<file path="src/design/swmd_pkg.sv">
// ----------------------------------------------------------------------------
// swmd_pkg
// Shared types and constants for the stack with middle-entry delete.
// ----------------------------------------------------------------------------
package swmd_pkg;

   localparam int unsigned DEPTH_DEFAULT = 16;
   localparam int unsigned VALUE_W       = 32;
   localparam int unsigned COUNT_OUT_W   = 5;

   typedef enum logic [1:0] {
      CMD_NOP    = 2'd0,
      CMD_PUSH   = 2'd1,
      CMD_POP    = 2'd2,
      CMD_DELMID = 2'd3
   } cmd_type;

   typedef struct packed {
      cmd_type                     command;
      logic signed [VALUE_W-1:0]   push_value;
   } req_type;

   typedef struct packed {
      logic signed [VALUE_W-1:0]   removed_value;
      logic signed [VALUE_W-1:0]   top_value;
      logic signed [VALUE_W-1:0]   middle_value;
      logic [COUNT_OUT_W-1:0]      entry_count;
      logic                        is_empty;
      logic                        op_error;
   } rsp_type;

endpackage

</file>
<file path="src/design/swmd_core.sv">
// ----------------------------------------------------------------------------
// swmd_core
// Entry cells, count register and the single-pass command logic. Gives the
// result of the presented command and commits the new state on step.
// ----------------------------------------------------------------------------
module swmd_core import swmd_pkg::*; #(
   parameter int unsigned DEPTH = DEPTH_DEFAULT
) (
   input  logic    clock,
   input  logic    reset,
   input  logic    step,
   input  req_type req,
   output rsp_type result
);

   localparam int unsigned IDX_W = $clog2(DEPTH);
   localparam int unsigned CNT_W = $clog2(DEPTH + 1);

   logic signed [VALUE_W-1:0] entries_ff [DEPTH];
   logic signed [VALUE_W-1:0] entries_in [DEPTH];
   logic [CNT_W-1:0]          count_ff;
   logic [CNT_W-1:0]          count_in;

   logic                      is_push;
   logic                      is_pop;
   logic                      is_del;
   logic                      empty_now;
   logic                      full_now;
   logic                      error;
   logic [CNT_W-1:0]          last_pos;
   logic [CNT_W-1:0]          mid_pos;
   logic [CNT_W-1:0]          new_last;
   logic [CNT_W-1:0]          new_mid;
   logic signed [VALUE_W-1:0] removed;

   always_comb begin
      is_push   = (req.command == CMD_PUSH);
      is_pop    = (req.command == CMD_POP);
      is_del    = (req.command == CMD_DELMID);
      empty_now = (count_ff == '0);
      full_now  = (count_ff == CNT_W'(DEPTH));
      error     = ((is_pop || is_del) && empty_now) || (is_push && full_now);
      last_pos  = count_ff - CNT_W'(1);
      mid_pos   = last_pos >> 1;

      removed = '0;
      if (!error && is_pop) begin
         removed = entries_ff[last_pos[IDX_W-1:0]];
      end else if (!error && is_del) begin
         removed = entries_ff[mid_pos[IDX_W-1:0]];
      end

      count_in = count_ff;
      if (!error && is_push) begin
         count_in = count_ff + CNT_W'(1);
      end else if (!error && (is_pop || is_del)) begin
         count_in = last_pos;
      end

      // each cell takes the push value, its upper neighbour, or holds
      for (int i = 0; i < DEPTH; i++) begin
         entries_in[i] = entries_ff[i];
         if (!error && is_push && count_ff == CNT_W'(i)) begin
            entries_in[i] = req.push_value;
         end
      end
      for (int i = 0; i < DEPTH - 1; i++) begin
         if (!error && is_del && CNT_W'(i) >= mid_pos) begin
            entries_in[i] = entries_ff[i + 1];
         end
      end

      new_last = count_in - CNT_W'(1);
      new_mid  = new_last >> 1;

      result.removed_value = removed;
      result.top_value     = '0;
      result.middle_value  = '0;
      if (count_in != '0) begin
         result.top_value    = entries_in[new_last[IDX_W-1:0]];
         result.middle_value = entries_in[new_mid[IDX_W-1:0]];
      end
      result.entry_count = COUNT_OUT_W'(count_in);
      result.is_empty    = (count_in == '0);
      result.op_error    = error;
   end

   always_ff @(posedge clock) begin
      if (reset) begin
         count_ff <= '0;
      end else if (step) begin
         count_ff <= count_in;
      end
   end

   always_ff @(posedge clock) begin
      if (step) begin
         entries_ff <= entries_in;
      end
   end

endmodule

</file>
<file path="src/design/stack_with_middle_delete.sv">
// ----------------------------------------------------------------------------
// stack_with_middle_delete
// Bounded stack of signed 32-bit values with push, pop, and read/remove of
// the middle entry (position ceil(n/2) from the bottom).
// ----------------------------------------------------------------------------
//   channel   direction  handshake               payload
//   req       in         req_valid / req_ready   req_type (command, push_value)
//   rsp       out        rsp_valid / rsp_ready   rsp_type (removed..op_error)
//
// One beat in, one beat out: the command is applied and its result is
// captured in the output register at the accepting edge.
// A new beat is taken every cycle while the output register is free or
// being drained in the same cycle; otherwise rsp_ready low stalls req_ready.
// Reset clears the entry count and the output valid; entry cells are not
// cleared, as only cells below the count are ever read.
// ----------------------------------------------------------------------------
module stack_with_middle_delete import swmd_pkg::*; #(
   parameter int unsigned DEPTH = DEPTH_DEFAULT
) (
   input  logic    clock,
   input  logic    reset,
   input  logic    req_valid,
   output logic    req_ready,
   input  req_type req_payload,
   output logic    rsp_valid,
   input  logic    rsp_ready,
   output rsp_type rsp_payload
);

   logic    accept;
   rsp_type result;
   rsp_type rsp_ff;
   logic    rsp_valid_ff;
   logic    rsp_valid_in;

   assign req_ready = !rsp_valid_ff || rsp_ready;
   assign accept    = req_valid && req_ready;

   swmd_core #(
      .DEPTH (DEPTH)
   ) u_core (
      .clock  (clock),
      .reset  (reset),
      .step   (accept),
      .req    (req_payload),
      .result (result)
   );

   // hold the beat until taken, refill on accept
   always_comb begin
      rsp_valid_in = rsp_valid_ff;
      if (accept) begin
         rsp_valid_in = 1'b1;
      end else if (rsp_ready) begin
         rsp_valid_in = 1'b0;
      end
   end

   always_ff @(posedge clock) begin
      if (reset) begin
         rsp_valid_ff <= 1'b0;
      end else begin
         rsp_valid_ff <= rsp_valid_in;
      end
   end

   always_ff @(posedge clock) begin
      if (accept) begin
         rsp_ff <= result;
      end
   end

   assign rsp_valid   = rsp_valid_ff;
   assign rsp_payload = rsp_ff;

endmodule

</file>
<file path="config.mk">
export PLATFORM = sky130hd
export DESIGN_NAME = stack_with_middle_delete
export DESIGN_NICKNAME = d
export VERILOG_FILES = /design/src/design/swmd_pkg.sv /design/src/design/swmd_core.sv /design/src/design/stack_with_middle_delete.sv
export SDC_FILE = /design/constraint.sdc
export NUM_CORES = 2
export LEC_CHECK = 0
export BUFFER_PORTS_ARGS = -buffer_cell sky130_fd_sc_hd__buf_2
export CAP_MARGIN = 20
export CORE_MARGIN = 5
export CORE_UTILIZATION = 55
export DETAILED_ROUTE_END_ITERATION = 16
export PLACE_DENSITY = 0.72
export SLEW_MARGIN = 20
export SYNTH_ARGS = -nofsm -noshare
export SYNTH_HDL_FRONTEND = slang
export SYNTH_SLANG_ARGS = --single-unit
</file>
<file path="constraint.sdc">
create_clock -name clock -period 37.4 [get_ports clock]
set_input_delay 5.61 -clock clock [delete_from_list [all_inputs] [get_ports clock]]
set_output_delay 5.61 -clock clock [all_outputs]
set_load 0.02 [all_outputs]
</file>
# Word level (Yosys, flattened, before mapping)
# Cells that the tools add are included.
# Widths: inputs -> output; s select.
[totals]
ff_bits = 621
input_bits = 38
out_inout_bits = 105
elab_cells = 165
[op_classes]
n_addsub = 3
magnitude_cmp = 19
n_eq_ne = 19
muxes = 49
n_bitwise = 4
reduce_logical = 47
[op_table]
columns = ["cell", "count"]
rows = [
  ["$mux 32", 41],
  ["$bmux 32 s4", 4],
  ["$eq 5x4->1 const B", 8],
  ["$logic_and 1x1->1", 38],
  ["$ge 4x4->1 const A", 7],
  ["$eq 5x3->1 const B", 4],
  ["$ge 5x5->1 const B", 4],
  ["$not 4->5", 4],
  ["$ge 3x4->1 const A", 4],
  ["$eq 5x2->1 const B", 2],
  ["$logic_not 5->1", 2],
  ["$mux 5", 2],
  ["$sub 5x1->5 const B", 2],
  ["$ge 1x4->1 const A", 2],
  ["$ge 2x4->1 const A", 2],
  ["$add 5x1->5 const B", 1],
  ["$eq 5x1->1 const B", 1],
  ["$eq 5x5->1 const B", 1],
  ["$reduce_bool 5->1", 1],
  ["$eq 2x2->1 const B", 2],
  ["$logic_or 1x1->1", 3],
  ["$eq 2x1->1 const B", 1],
  ["$logic_not 1->1", 2],
  ["$mux 1", 2],
  ["$reduce_bool 2->1", 1],
]

# Logic depth before layout (Yosys ltp)
[depth]
ltp_word = 13
depth_mapped = 22
ltp_nobuf = 14

# Modules after synthesis
# Synthesis repeated with hierarchy kept, for this count alone.
[unflattened]
hier_cells = 4120
area_unflattened_um2 = 47565.6
[modules_own_cells]
columns = ["module", "instances", "cells_per_inst", "area_per_inst_um2", "seq_area_each_um2"]
rows = [
  ["swmd_core", 1, 4012, 44417.6, 15474.8],
  ["stack_with_middle_delete", 1, 108, 3148.0, 3113.0],
]

# Worst setup path before layout
# No wires, ideal clock.
[synth_timing]
kind = "input port to flip-flop"
from = "input rsp_ready"
to = "register u_core.count_ff[2]"
setup_time_ps = 68
arrival_ps = 18982
t_required_ps = 37332
setup_slack_ps = 18349
stages = 6
path_buffers = 0
path_cell_list = "nand2b_1 nand2_1 inv_1 nand2_1 xor2_1 nor2_1"
[synth_between]
elab_chain_len = 2
[synth_lines]
columns = ["item", "line", "text"]
rows = [
  ["start: declaration", "stack_with_middle_delete.sv:26", "input logic rsp_ready,"],
  ["$logic_or 1x1->1", "stack_with_middle_delete.sv:36", "assign req_ready = !rsp_valid_ff || rsp_ready;"],
  ["$logic_and 1x1->1", "stack_with_middle_delete.sv:37", "assign accept = req_valid && req_ready;"],
  ["named net accept", "stack_with_middle_delete.sv:30", "logic accept;"],
  ["end signal: assignment", "swmd_core.sv:92", "count_ff <= count_in;"],
  ["end: declaration", "swmd_core.sv:21", "logic [CNT_W-1:0] count_ff;"],
]
# The timed path passes the listed nets, and every way through them passes these cells.
# A chain may end at the register's enable or synchronous reset.

# Final worst setup path
[layout_timing]
from = "input rsp_ready"
to = "output req_ready"
[layout_between]
elab_chain_len = 1
[layout_lines]
columns = ["item", "line", "text"]
rows = [
  ["$logic_or 1x1->1", "stack_with_middle_delete.sv:36", ""],
  ["end: declaration", "stack_with_middle_delete.sv:23", "output logic req_ready,"],
]
# Every way passes these cells.

==> impl_results.md <==
- Internal power: 1.95 mW
- Worst Hold Slack: 0.523 ns
- Layout Nets: 4003
- Gr usage total: 39.0%
- Buf/Inv on CP: 2
- Synthesized instance count: about 4000
- Drt wl/cell: 35.8 um
- Core area: 85300 sq um
- Psw: between 1 and 1.5 mW
- Relative slew slack: 19.9%
- Synth Cell Area: 47300 sq um
- Tmin final: 11.64 ns
- Sw Share: 42.4%
- Crit path max-delay family: buffers and inverters
- DRT Wirelength: 185 mm
- Main synth FF type: edfxtp_1
- Number of flops mapped to enable cells by yosys: 615
- Peak Freq: 0.0859 GHz
- Pwr per Cell Area: 65.9 nW/um^2
- Area Growth Syn to Fin: 8.31%
- Ys Warns: 0
- Clock Tree Buf Depth: 3
- Sequential cell area fraction in the yosys report: 39.3%
- Maximum VDD drop: 74.3 uV
- Hold buffers post-CTS: 0
- Avg Cell Area, Syn: 11.6 sq um
- Site Rows: approximately 110
- Pleak: ~19 nW
- DP HPWL: 100 mm
- Initial antenna violation count: 6
- Initial DRC count: ~8700
- RSZ-0062 raised after global routing: false
- Initial Utilization: 55.4%
- Setup violators final: 0
- Worst-Skew Late Latency: roughly 0.64 ns
- Syn_nets: 4127
- Detail Route Antenna Nets: 0
- Fin crit share: a little under a third
- Comb power frac: between 40% and 50%
- MaxCap Viol Count: 0
- Yosys cell types: 85
- Ys async rst share: 0%
- Crit-path most repeated cell: buf_2
- DIE HEIGHT: 303 um
- DR vias/cell: 7.95
- Synth area leaders: edfxtp_1 39%, mux4_2 21%, mux2i_1 8.3%
- Critical Path Start Type: primary input
- Post-CTS Resized: 0
- Total number of vias: 41100
- Clock root cell: clkbuf_16
- Final Hold Viols: 0
- GPL Wtd Cong: 0.905
- Largest net degree at the start of global routing: approximately 180
- Post CTS Setup Buffer Count: 0
- Clock transition at path regs: 0.06 ns
- Die ar.: 91900 sq um
- CTS Buf Count: 73
- Post-synth top area cell: edfxtp_1
- Synth top area share: 39.1%
- Crit-path cells: buf_2 > nand2b_1 > buf_2
- First-pass GRT wire length: 263 mm
- Slew @ Worst Pin: 1.20 ns
- CP max stage delay: 0.17 ns
- CTS tree: built
- DRC: 0
- Critical path required time: 31.79 ns
- Critical path fanouts, max: 3
- Setup TNS: 0 ns
- Drt pass-1 iters: 8
- IO Pins: around 140
- Vias in the first global route: about 39000
- Clk sinks: 621
- H-tree levels: 3
- Worst Skew: 0.0207 ns
- Pins Over Slew Limit: 0
- Clk network pwr share: 21.9%
- #FFs+latches synth: 621
- Reg-to-reg slack, setup: 30.20 ns
- PortBufs: between 100 and 150
- Status: finished, final reports clean
- Sequential power share: ~30%
- Die X-Extent: approximately 300 um
- Max stage delay cell, worst path: buf_2
- Share of cells above drive strength 1: roughly 25%
- Gr ovfl total: 0
- Worst setup EP type: output port
- Worst Setup Path Type: in2out
- Crit path DAT: 6.03 ns
- Hold Path Class: reg2reg
[layout make-up]
class / count / area, sq um
flip-flops and latches: 621 / 18600
clock inverters: 33 / 283
diodes: 5 / 12.5
multi-input cells: 2965 / 27100
inverters: 70 / 290
fillers: 6775 / 34100
well taps: 1144 / 1430
clock buffers: 101 / 2090
repair buffers: 227 / 1410
[metrics by stage]
step | total power, mW | area, sq um | instances | utilization [%] | worst slack, ns
finish | 3.38 | 51200 | 5166 | 60.0 | 25.76
global placement | 2.54 | 48800 | 5026 | 57.2 | 25.76
detailed placement | 2.56 | 48800 | 5027 | 57.2 | 25.75
floorplan | 2.07 | 47300 | 4082 | - | 18.35
global route | 3.44 | 51200 | 5163 | 60.0 | 25.74
CTS | 3.29 | 51200 | 5161 | 60.0 | 25.75
[placed cells by master, fill, tap and decap left out, types with 14 or more instances in the layout]
cell / netlist / routed
buf_2: 103 / 141
o221ai_1: 17 / 17
or2_1: 17 / 16
clkbuf_16: 0 / 79
nand2_1: 452 / 439
edfxtp_1: 615 / 615
mux2_1: 19 / 19
clkbuf_1: 263 / 19
a32oi_1: 34 / 34
mux2i_1: 394 / 394
o21ai_0: 159 / 159
nor3_1: 54 / 52
mux2_2: 164 / 164
a31oi_1: 87 / 86
a21oi_1: 242 / 238
nor4_1: 48 / 48
and3_1: 22 / 18
and2_1: 62 / 61
nand2b_1: 40 / 40
a2111oi_0: 16 / 16
a22oi_1: 24 / 24
o41ai_1: 16 / 16
o22ai_1: 15 / 15
nor2_1: 248 / 243
inv_1: 67 / 65
o211ai_1: 32 / 32
a211oi_1: 75 / 75
o21a_1: 14 / 14
a211o_1: 19 / 19
o31ai_1: 40 / 40
buf_4: 6 / 81
clkinv_2: 0 / 18
nand3_1: 54 / 44
a311o_1: 23 / 23
mux4_2: 437 / 437
[path summary, 6_finish.rpt]
kind	cells after the start	start	end
max	3	rsp_ready	req_ready
min	2	rsp_valid$_SDFFE_PP0P_	rsp_valid$_SDFFE_PP0P_
max reg2reg	14	u_core.count_ff[0]$_SDFFE_PP0P_	rsp_payload[20]$_SDFFCE_PP0P_
min reg2reg	2	rsp_valid$_SDFFE_PP0P_	rsp_valid$_SDFFE_PP0P_
[power by group through the flow]
stage / clock network (mW) / logic, mW / registers (mW)
6_report: 0.738 / 1.63 / 1.01
5_1_grt: 0.764 / 1.67 / 1.01
3_3_place_gp: 0 / 1.53 / 1.01
2_1_floorplan: 0 / 1.02 / 1.05
3_5_place_dp: 0 / 1.55 / 1.01
4_1_cts: 0.734 / 1.56 / 0.999
[sequential cells by signal (all words and copies together), names as in the netlist]
signal / flops
rsp_payload: 103
u_core.entries_ff: 512
u_core.count_ff: 5
rsp_valid: 1
[Yosys cell counts (19+ instances only)]
cell type  instances
a32oi_1           34
clkbuf_1         263
nor2_1           248
o31ai_1           40
mux2i_1          394
o211ai_1          32
mux2_2           164
nand2b_1          40
and3_1            22
mux2_1            19
buf_2            103
buf_1             50
nor4_1            48
nor3_1            54
nand3_1           54
nand2_1          452
mux4_2           437
o21ai_0          159
edfxtp_1         615
a311o_1           23
and2_1            62
inv_1             67
a211oi_1          75
a21oi_1          242
a31oi_1           87
a211o_1           19
a22oi_1           24
[tightest hold or removal path: cells and delay by family (launching register included)]
kind / cells / cell delay (ns)
AO/OA/AOI/OAI: 1 / 0.07
flip-flops: 1 / 0.30
AND/OR/NAND/NOR: 1 / 0.10
[metal layers]
metal  vias to the layer above  track usage (%)  routed length, um
li1                      15900                -                  -
met1                     19800             51.7              61500
met2                      4436             54.4              75900
met3                       904             16.1              34500
met4                         2             22.2              13000
met5                         -                0                 14
[cells by family after synthesis]
group | synth area share [%]
buffers and inverters | 4.32
XOR/XNOR | 0.373
flip-flops | 39.3
multiplexers | 33.5
adder cells (fa/ha/maj) | 0.185
AO/OA/AOI/OAI | 12.2
AND/OR/NAND/NOR | 10.1
No activity file was read; power rests on OpenSTA's default activity.
